`src/hdl/can_frame_to_udp_packet_framer_defines.svh`:
```
// Assertion macros shared by the framer's checking code.
`ifndef CAN_FRAME_TO_UDP_PACKET_FRAMER_DEFINES_SVH
`define CAN_FRAME_TO_UDP_PACKET_FRAMER_DEFINES_SVH
`ifndef SYNTHESIS
`define CFUDP_ASSERT_IMP(label, clk, rst, ante, cons) \
  label: assert property (@(posedge clk) disable iff (rst) (ante) |-> (cons)) \
    else $error("cfudp check failed");
`define CFUDP_ASSERT_NXT(label, clk, rst, ante, cons) \
  label: assert property (@(posedge clk) disable iff (rst) (ante) |=> (cons)) \
    else $error("cfudp check failed");
`else
`define CFUDP_ASSERT_IMP(label, clk, rst, ante, cons)
`define CFUDP_ASSERT_NXT(label, clk, rst, ante, cons)
`endif
`endif

```
`src/hdl/cfudp_pkg.sv`:
```
// Types and constants of the CAN frame to packet byte framer.
package cfudp_pkg;

  localparam logic [7:0] FORMAT_VERSION = 8'd2;
  localparam logic [7:0] OPCODE_DATA    = 8'd0;
  localparam int         MAX_DATA_BYTES = 8;

  // One frame as classified by the front end
  typedef struct packed {
    logic        hdr;
    logic [7:0]  seq;
    logic [15:0] count;
    logic [31:0] id_word;
    logic [3:0]  len;
    logic [63:0] data;
  } cfudp_job_t;

  // Queue status seen by both ends
  typedef struct packed {
    logic full;
    logic empty;
  } cfudp_qstat_t;

endpackage

```
`src/hdl/cfudp_frame_if.sv`:
```
// Handshake channel carrying one CAN frame per item.
interface cfudp_frame_if;
  logic        valid;
  logic        ready;
  logic        starts_packet;
  logic [15:0] frames_in_packet;
  logic [28:0] frame_identifier;
  logic        is_extended;
  logic [3:0]  data_length;
  logic [63:0] data_bytes;

  modport source (
    output valid, starts_packet, frames_in_packet, frame_identifier, is_extended,
           data_length, data_bytes,
    input  ready
  );
  modport sink (
    input  valid, starts_packet, frames_in_packet, frame_identifier, is_extended,
           data_length, data_bytes,
    output ready
  );
endinterface

```
`src/hdl/cfudp_byte_if.sv`:
```
// Handshake channel carrying one packet byte per item.
interface cfudp_byte_if;
  logic       valid;
  logic       ready;
  logic [7:0] out_byte;
  logic       last_of_frame;

  modport source (output valid, out_byte, last_of_frame, input ready);
  modport sink (input valid, out_byte, last_of_frame, output ready);
endinterface

```
`src/hdl/cfudp_front.sv`:
```
// Front end: accepts frames, assigns sequence numbers, builds queue entries.
module cfudp_front import cfudp_pkg::*; (
  input  logic         clk,
  input  logic         rst,
  cfudp_frame_if.sink  frame,
  input  cfudp_qstat_t qstat,
  output logic         push,
  output cfudp_job_t   job
);

  logic [7:0] seq;

  // Take a frame whenever the queue has room
  assign frame.ready = !qstat.full;
  assign push        = frame.valid && frame.ready;

  // Advance the sequence number on every header
  always_ff @(posedge clk) begin
    if (rst) begin
      seq <= 8'd0;
    end else if (push && frame.starts_packet) begin
      seq <= seq + 8'd1;
    end
  end

  // Build the entry: identifier word, saturated length
  always_comb begin
    job.hdr     = frame.starts_packet;
    job.seq     = seq;
    job.count   = frame.frames_in_packet;
    job.id_word = {frame.is_extended, 2'b00, frame.frame_identifier};
    job.len     = (frame.data_length > 4'(MAX_DATA_BYTES)) ? 4'(MAX_DATA_BYTES)
                                                           : frame.data_length;
    job.data    = frame.data_bytes;
  end

endmodule

```
`src/hdl/cfudp_queue.sv`:
```
// Short frame queue between the front end and the byte serializer.
module cfudp_queue import cfudp_pkg::*; #(
  parameter int DEPTH = 2
) (
  input  logic         clk,
  input  logic         rst,
  input  logic         push,
  input  cfudp_job_t   job,
  input  logic         pop,
  output cfudp_job_t   head,
  output cfudp_qstat_t qstat
);

  localparam int PTR_W = $clog2(DEPTH);
  localparam int CNT_W = $clog2(DEPTH + 1);

  cfudp_job_t       entries [DEPTH];
  logic [PTR_W-1:0] wr_ptr;
  logic [PTR_W-1:0] rd_ptr;
  logic [CNT_W-1:0] cnt;

  // Store the pushed entry
  always_ff @(posedge clk) begin
    if (push) begin
      entries[wr_ptr] <= job;
    end
  end

  // Advance pointers and fill count
  always_ff @(posedge clk) begin
    if (rst) begin
      wr_ptr <= '0;
      rd_ptr <= '0;
      cnt    <= '0;
    end else begin
      if (push) begin
        wr_ptr <= (wr_ptr == PTR_W'(DEPTH - 1)) ? '0 : wr_ptr + PTR_W'(1);
      end
      if (pop) begin
        rd_ptr <= (rd_ptr == PTR_W'(DEPTH - 1)) ? '0 : rd_ptr + PTR_W'(1);
      end
      if (push && !pop) begin
        cnt <= cnt + CNT_W'(1);
      end else if (pop && !push) begin
        cnt <= cnt - CNT_W'(1);
      end
    end
  end

  assign head        = entries[rd_ptr];
  assign qstat.full  = (cnt == CNT_W'(DEPTH));
  assign qstat.empty = (cnt == '0);

endmodule

```
`src/hdl/cfudp_back.sv`:
```
// Back end: walks each queued frame and emits its bytes through an output register.
module cfudp_back import cfudp_pkg::*; (
  input  logic          clk,
  input  logic          rst,
  input  cfudp_qstat_t  qstat,
  input  cfudp_job_t    head,
  output logic          pop,
  output logic          busy,
  cfudp_byte_if.source  stream
);

  // Byte positions within one frame's output
  localparam logic [4:0] POS_VERSION = 5'd0;
  localparam logic [4:0] POS_OPCODE  = 5'd1;
  localparam logic [4:0] POS_SEQ     = 5'd2;
  localparam logic [4:0] POS_CNT_HI  = 5'd3;
  localparam logic [4:0] POS_CNT_LO  = 5'd4;
  localparam logic [4:0] POS_ID3     = 5'd5;
  localparam logic [4:0] POS_ID2     = 5'd6;
  localparam logic [4:0] POS_ID1     = 5'd7;
  localparam logic [4:0] POS_ID0     = 5'd8;
  localparam logic [4:0] POS_LEN     = 5'd9;
  localparam logic [4:0] POS_DATA    = 5'd10;

  cfudp_job_t cur;
  logic [4:0] pos;
  logic       active;
  logic       ov;
  logic [7:0] ob;
  logic       ol;

  logic       advance;
  logic       emit;
  logic       last;
  logic       load;
  logic [4:0] end_pos;
  logic [4:0] doff;
  logic [7:0] byte_sel;

  // Step control: output register free, current frame done, next frame ready
  assign end_pos = POS_LEN + {1'b0, cur.len};
  assign advance = !ov || stream.ready;
  assign emit    = advance && active;
  assign last    = (pos == end_pos);
  assign load    = !qstat.empty && (!active || (emit && last));
  assign pop     = load;
  assign busy    = active;
  assign doff    = pos - POS_DATA;

  // Select the byte at the current position
  always_comb begin
    unique case (pos)
      POS_VERSION: byte_sel = FORMAT_VERSION;
      POS_OPCODE:  byte_sel = OPCODE_DATA;
      POS_SEQ:     byte_sel = cur.seq;
      POS_CNT_HI:  byte_sel = cur.count[15:8];
      POS_CNT_LO:  byte_sel = cur.count[7:0];
      POS_ID3:     byte_sel = cur.id_word[31:24];
      POS_ID2:     byte_sel = cur.id_word[23:16];
      POS_ID1:     byte_sel = cur.id_word[15:8];
      POS_ID0:     byte_sel = cur.id_word[7:0];
      POS_LEN:     byte_sel = {4'd0, cur.len};
      default:     byte_sel = cur.data[{doff[2:0], 3'b000} +: 8];
    endcase
  end

  // Advance through the frame, load the next one on its last byte or when idle
  always_ff @(posedge clk) begin
    if (rst) begin
      active <= 1'b0;
      ov     <= 1'b0;
    end else begin
      if (advance) begin
        ov <= active;
      end
      if (emit) begin
        ob <= byte_sel;
        ol <= last;
      end
      if (load) begin
        cur    <= head;
        pos    <= head.hdr ? POS_VERSION : POS_ID3;
        active <= 1'b1;
      end else begin
        if (emit) begin
          pos <= pos + 5'd1;
        end
        if (emit && last) begin
          active <= 1'b0;
        end
      end
    end
  end

  assign stream.valid         = ov;
  assign stream.out_byte      = ob;
  assign stream.last_of_frame = ol;

endmodule

```
`src/hdl/can_frame_to_udp_packet_framer.sv`:
```
// Top level of the CAN frame to packet byte framer.
//
//   channel  dir  payload                                          per item
//   frame    in   starts_packet, frames_in_packet, identifier ...  one CAN frame
//   stream   out  out_byte, last_of_frame                          one packet byte
//
// A frame yields 5 to 18 bytes: 5 header bytes when it starts a packet, then
// 4 identifier bytes, a length byte and up to 8 data bytes, one byte per cycle
// through the single output register while the stream is ready.
// Reset clears the sequence number to 0 and empties the queue; no clearing pass.
// Up to QUEUE_DEPTH frames wait between front end and serializer, so frames are
// taken while bytes are stalled downstream.
`include "can_frame_to_udp_packet_framer_defines.svh"
module can_frame_to_udp_packet_framer import cfudp_pkg::*; #(
  parameter int QUEUE_DEPTH = 2
) (
  input  logic         clk,
  input  logic         rst,
  cfudp_frame_if.sink  frame,
  cfudp_byte_if.source stream
);

  cfudp_qstat_t qstat;
  cfudp_job_t   job;
  cfudp_job_t   head;
  logic         push;
  logic         pop;
  logic         busy;

  // Classify incoming frames
  cfudp_front u_front (
    .clk   (clk),
    .rst   (rst),
    .frame (frame),
    .qstat (qstat),
    .push  (push),
    .job   (job)
  );

  // Hold frames between the two ends
  cfudp_queue #(
    .DEPTH (QUEUE_DEPTH)
  ) u_queue (
    .clk   (clk),
    .rst   (rst),
    .push  (push),
    .job   (job),
    .pop   (pop),
    .head  (head),
    .qstat (qstat)
  );

  // Serialize frames into bytes
  cfudp_back u_back (
    .clk    (clk),
    .rst    (rst),
    .qstat  (qstat),
    .head   (head),
    .pop    (pop),
    .busy   (busy),
    .stream (stream)
  );

  // Checks
  `CFUDP_ASSERT_IMP(a_no_push_when_full, clk, rst, push, !qstat.full)
  `CFUDP_ASSERT_IMP(a_no_pop_when_empty, clk, rst, pop, !qstat.empty)
  `CFUDP_ASSERT_NXT(a_item_held, clk, rst, frame.valid && frame.ready, !qstat.empty || busy)

endmodule
```
`src/flat_wrapper.sv`:
```
// flat-port wrapper written by rule: the top's interface ports become plain ports
module can_frame_to_udp_packet_framer_flat import cfudp_pkg::*;
#(
  parameter int QUEUE_DEPTH = 2
)
  (clk, rst, frame_valid, frame_starts_packet, frame_frames_in_packet, frame_frame_identifier, frame_is_extended, frame_data_length, frame_data_bytes, frame_ready, stream_valid, stream_out_byte, stream_last_of_frame, stream_ready);
  cfudp_frame_if frame_i ();
  cfudp_byte_if stream_i ();
  input  logic clk;
  input  logic rst;
  input wire logic [$bits(frame_i.valid)-1:0] frame_valid;
  input wire logic [$bits(frame_i.starts_packet)-1:0] frame_starts_packet;
  input wire logic [$bits(frame_i.frames_in_packet)-1:0] frame_frames_in_packet;
  input wire logic [$bits(frame_i.frame_identifier)-1:0] frame_frame_identifier;
  input wire logic [$bits(frame_i.is_extended)-1:0] frame_is_extended;
  input wire logic [$bits(frame_i.data_length)-1:0] frame_data_length;
  input wire logic [$bits(frame_i.data_bytes)-1:0] frame_data_bytes;
  output wire logic [$bits(frame_i.ready)-1:0] frame_ready;
  output wire logic [$bits(stream_i.valid)-1:0] stream_valid;
  output wire logic [$bits(stream_i.out_byte)-1:0] stream_out_byte;
  output wire logic [$bits(stream_i.last_of_frame)-1:0] stream_last_of_frame;
  input wire logic [$bits(stream_i.ready)-1:0] stream_ready;
  assign frame_i.valid = frame_valid;
  assign frame_i.starts_packet = frame_starts_packet;
  assign frame_i.frames_in_packet = frame_frames_in_packet;
  assign frame_i.frame_identifier = frame_frame_identifier;
  assign frame_i.is_extended = frame_is_extended;
  assign frame_i.data_length = frame_data_length;
  assign frame_i.data_bytes = frame_data_bytes;
  assign frame_ready = frame_i.ready;
  assign stream_valid = stream_i.valid;
  assign stream_out_byte = stream_i.out_byte;
  assign stream_last_of_frame = stream_i.last_of_frame;
  assign stream_i.ready = stream_ready;
  can_frame_to_udp_packet_framer #(.QUEUE_DEPTH(QUEUE_DEPTH)) u_core (.clk(clk), .rst(rst), .frame(frame_i), .stream(stream_i));
endmodule
```
`config.mk`:
```
export PLATFORM = sky130hd
export DESIGN_NAME = can_frame_to_udp_packet_framer_flat
export DESIGN_NICKNAME = d
export VERILOG_FILES = /design/src/hdl/cfudp_pkg.sv /design/src/hdl/cfudp_frame_if.sv /design/src/hdl/cfudp_byte_if.sv /design/src/hdl/cfudp_front.sv /design/src/hdl/cfudp_queue.sv /design/src/hdl/cfudp_back.sv /design/src/hdl/can_frame_to_udp_packet_framer.sv /design/src/flat_wrapper.sv
export VERILOG_INCLUDE_DIRS = /design/src /design/src/hdl
export SDC_FILE = /design/constraint.sdc
export NUM_CORES = 1
export LEC_CHECK = 0
export BUFFER_PORTS_ARGS = -buffer_cell sky130_fd_sc_hd__buf_2
export CORE_MARGIN = 4
export CORE_UTILIZATION = 60
export DETAILED_ROUTE_END_ITERATION = 6
export GPL_TIMING_DRIVEN = 0
export PLACE_DENSITY = 0.87
export RECOVER_POWER = 50
export SETUP_SLACK_MARGIN = 0.15
export SYNTH_ARGS = -nofsm -noshare
export SYNTH_HDL_FRONTEND = slang
export SYNTH_HIERARCHICAL = 1
export SYNTH_SLANG_ARGS = --single-unit
```
`constraint.sdc`:
```
create_clock -name clk -period 8.94 [get_ports clk]
set_input_delay 0.447 -clock clk [delete_from_list [all_inputs] [get_ports clk]]
set_output_delay 0.447 -clock clk [all_outputs]
set_load 0.1 [all_outputs]
```
==> out/metrics.csv <==
metric;value;unit
status;complete, but fails checks;
violations;capacitance limit, slew limit;
htreeDepth;2;
die_h;173;um
start_kind;flop;
synth_warnings;6;
grt_busiest_layer;met2;
rr_worst_depth;7;
holdPathEnd;u_core/u_queue/entries[1][115];
detail-route-antenna-nets;0;
grtUsageMet1;26.4;%
start_util;61.6;%
holdCritStartpoint;frame_frames_in_packet[15];
synthTopCellsByArea;edfxtp_1 (72%), mux2_2 (5.3%), buf_4 (5.2%);
fin_crit_sh;40.4;%
vias;7585;
grt_antenna_before_repair;1;
cp-end-kind;flop;
cts.sinks;403;
fin_tns_setup;0;ns
yosys_register_bits;403;
grt_first_pass_wirelength;45900;um
hold_depth;1;
fmax;277;MHz
ys.flop_type;edfxtp_1;
r2r-start;u_core/u_back/pos[1];
critPathKind;flop to flop;
setup_slack;5.33;ns
timing.max_cap.violations;1;
post_cts_resized;0;
final_cells;1307;
cts_buffers;39;
synth_top_area_share;71.8;%
postCtsSetupRepairBufs;0;
power;5630;uW
peakVddDrop;0.000199;V
firstDrtPassIters;7;
clk_pin_slew;0.06;ns
rrSetupSlack;5.33;ns
worstPathRequired;9.15;ns
finClkSkew;0.00889;ns
wl_per_cell;22.8;um
yosys.area.top_type;edfxtp_1;
hold_buffers;0;
syn_area;16200;um^2
final-max-slew-violation-count;22;
final_common_cell;edfxtp_1;
drive_gt1_share;27.0;%
port_buffers;19;
core-area;26400;um^2
grt_pass1_vias;7993;
insertion_delay;0.52;ns
clockBufferDepth;3;
layout_common_cells;edfxtp_1 (388), clkbuf_4 (77), mux2_2 (69);
drt-initial-drc-count;761;
fp.dieArea;29800;um^2
holdCritPathClass;input pin to flop;
io_pins;130;
fin_nets;1068;
worst_pin_slew;1.91;ns
drt-total-wl;29800;um
track_usage;19.9;%
synth_cell_types;51;
root_buffer;clkbuf_16;
grt_max_degree;54;
async_flop_share;0;%
die_w;173;um
gp_congestion;0.862;
seq_area_frac_synth;73.6;%
final-hold-violation-count;0;
crit_fanout;35;
cts_tree;built;
synth_edf_count;388;
syn_area_per_cell;18.7;um^2
vias_per_cell;5.80;
r2r_end;u_core/u_back/cur[121];
dp_slack;5.37;ns
dp_hpwl;19300;um
grt_overflow;0;
postSynthCellCount;870;
rsz0062_at_grt;false;
drc;0;
p_leak;0.00608;uW
syn_to_final_growth;10.1;%
cellPowerDensity;315;nW/um^2
crit_arrival;3.82;ns
setup_violations;0;
num_rows;59;
grtUsageMet3;3.45;%
place_inst;1235;
fin_crit;3.61;ns
grtUsageMet2;33.9;%
slew_headroom;-27.7;%
[metrics by stage]
step                      hold WS [ns]  cell area [um^2]  utilization, %
after floorplan                  0.440             16200               -
after global placement           0.468             16800            63.6
after detailed placement         0.497             17000            64.5
after CTS                       0.0918             18300            69.3
after global routing             0.113             17900            67.8
final                            0.133             17900            67.8
[layout make-up]
class / instances / area [um^2]
Sequential cell: 403 / 12000
Multi-Input combinational cell: 320 / 3060
Inverter: 6 / 22.5
Clock buffer: 49 / 1060
Fill cell: 1606 / 8480
Antenna cell: 1 / 2.50
Buffer: 142 / 842
Clock inverter: 22 / 204
Tap cell: 335 / 419
Timing Repair Buffer: 29 / 315
[state kept, by name, summed over array words and instances (netlist names), 2 cells and up, named ones only]
register	flops
u_core/u_back/cur	124
u_core/u_back/pos	5
u_core/u_back/stream.out_byte	8
u_core/u_front/seq	8
u_core/u_queue/cnt	2
u_core/u_queue/entries	250
[worst max-delay path, stage by stage (launching register included)]
cell,delay (ns)
edfxtp_1,0.42
clkbuf_1,0.55
xnor2_1,0.19
nand3_1,0.26
o41ai_4,0.71
nor2b_4,0.61
buf_12,0.28
buf_12,0.24
[worst max-delay path by stage]
stage                               start  cells after the start  slack (ns)                      to
floorplan           u_core/u_back/cur[64]                      6        1.09    u_core/u_back/cur[0]
global placement     u_core/u_back/pos[1]                      5       -1.66   u_core/u_back/cur[74]
detailed placement   u_core/u_back/pos[1]                      7        5.37   u_core/u_back/cur[74]
CTS                  u_core/u_back/pos[1]                      7        5.29   u_core/u_back/cur[74]
global route         u_core/u_back/pos[1]                      7        5.16   u_core/u_back/cur[74]
finish               u_core/u_back/pos[1]                      7        5.33  u_core/u_back/cur[121]
[kinds of logic after synthesis]
group,synth area share (%)
fa+ha+maj,0.616
flops,73.6
simple gates,2.46
buf+inv,6.53
xor+xnor,0.755
mux,13.3
compound gates,2.72
other cells,0.0231
[routing by layer]
layer	up-vias	share of wire (%)
met5	-	0
met4	0	3.5
met3	71	6.7
met2	324	51
met1	3797	39
li1	3393	-
[where the power goes]
group / switching [uW] / total [uW] / internal [uW] / leakage [uW]
clock network: 649 / 1600 / 952 / 0.000613
registers: 112 / 2680 / 2570 / 0.00374
logic: 832 / 1350 / 519 / 0.00173
total: 1590 / 5630 / 4040 / 0.00608
[cell usage after synthesis (2+ instances only)]
library cell	instances
mux2_2	76
a221oi_1	3
a21oi_1	11
a211oi_1	2
o221ai_1	7
nor2_1	25
o31ai_1	3
a22oi_1	10
or4_1	2
buf_1	2
mux4_2	16
ha_1	8
nand2_1	14
nand3_1	6
xor2_1	8
inv_1	6
or2_2	2
mux2_4	50
a22o_1	6
o21ai_0	4
or3_2	2
mux2i_1	19
buf_2	11
clkbuf_1	7
buf_6	9
xnor2_1	6
buf_4	113
edfxtp_1	388
nor2b_1	13
dfxtp_1	15
o22ai_1	5
nor4_1	2
No activity file was read; power rests on OpenSTA's default activity.
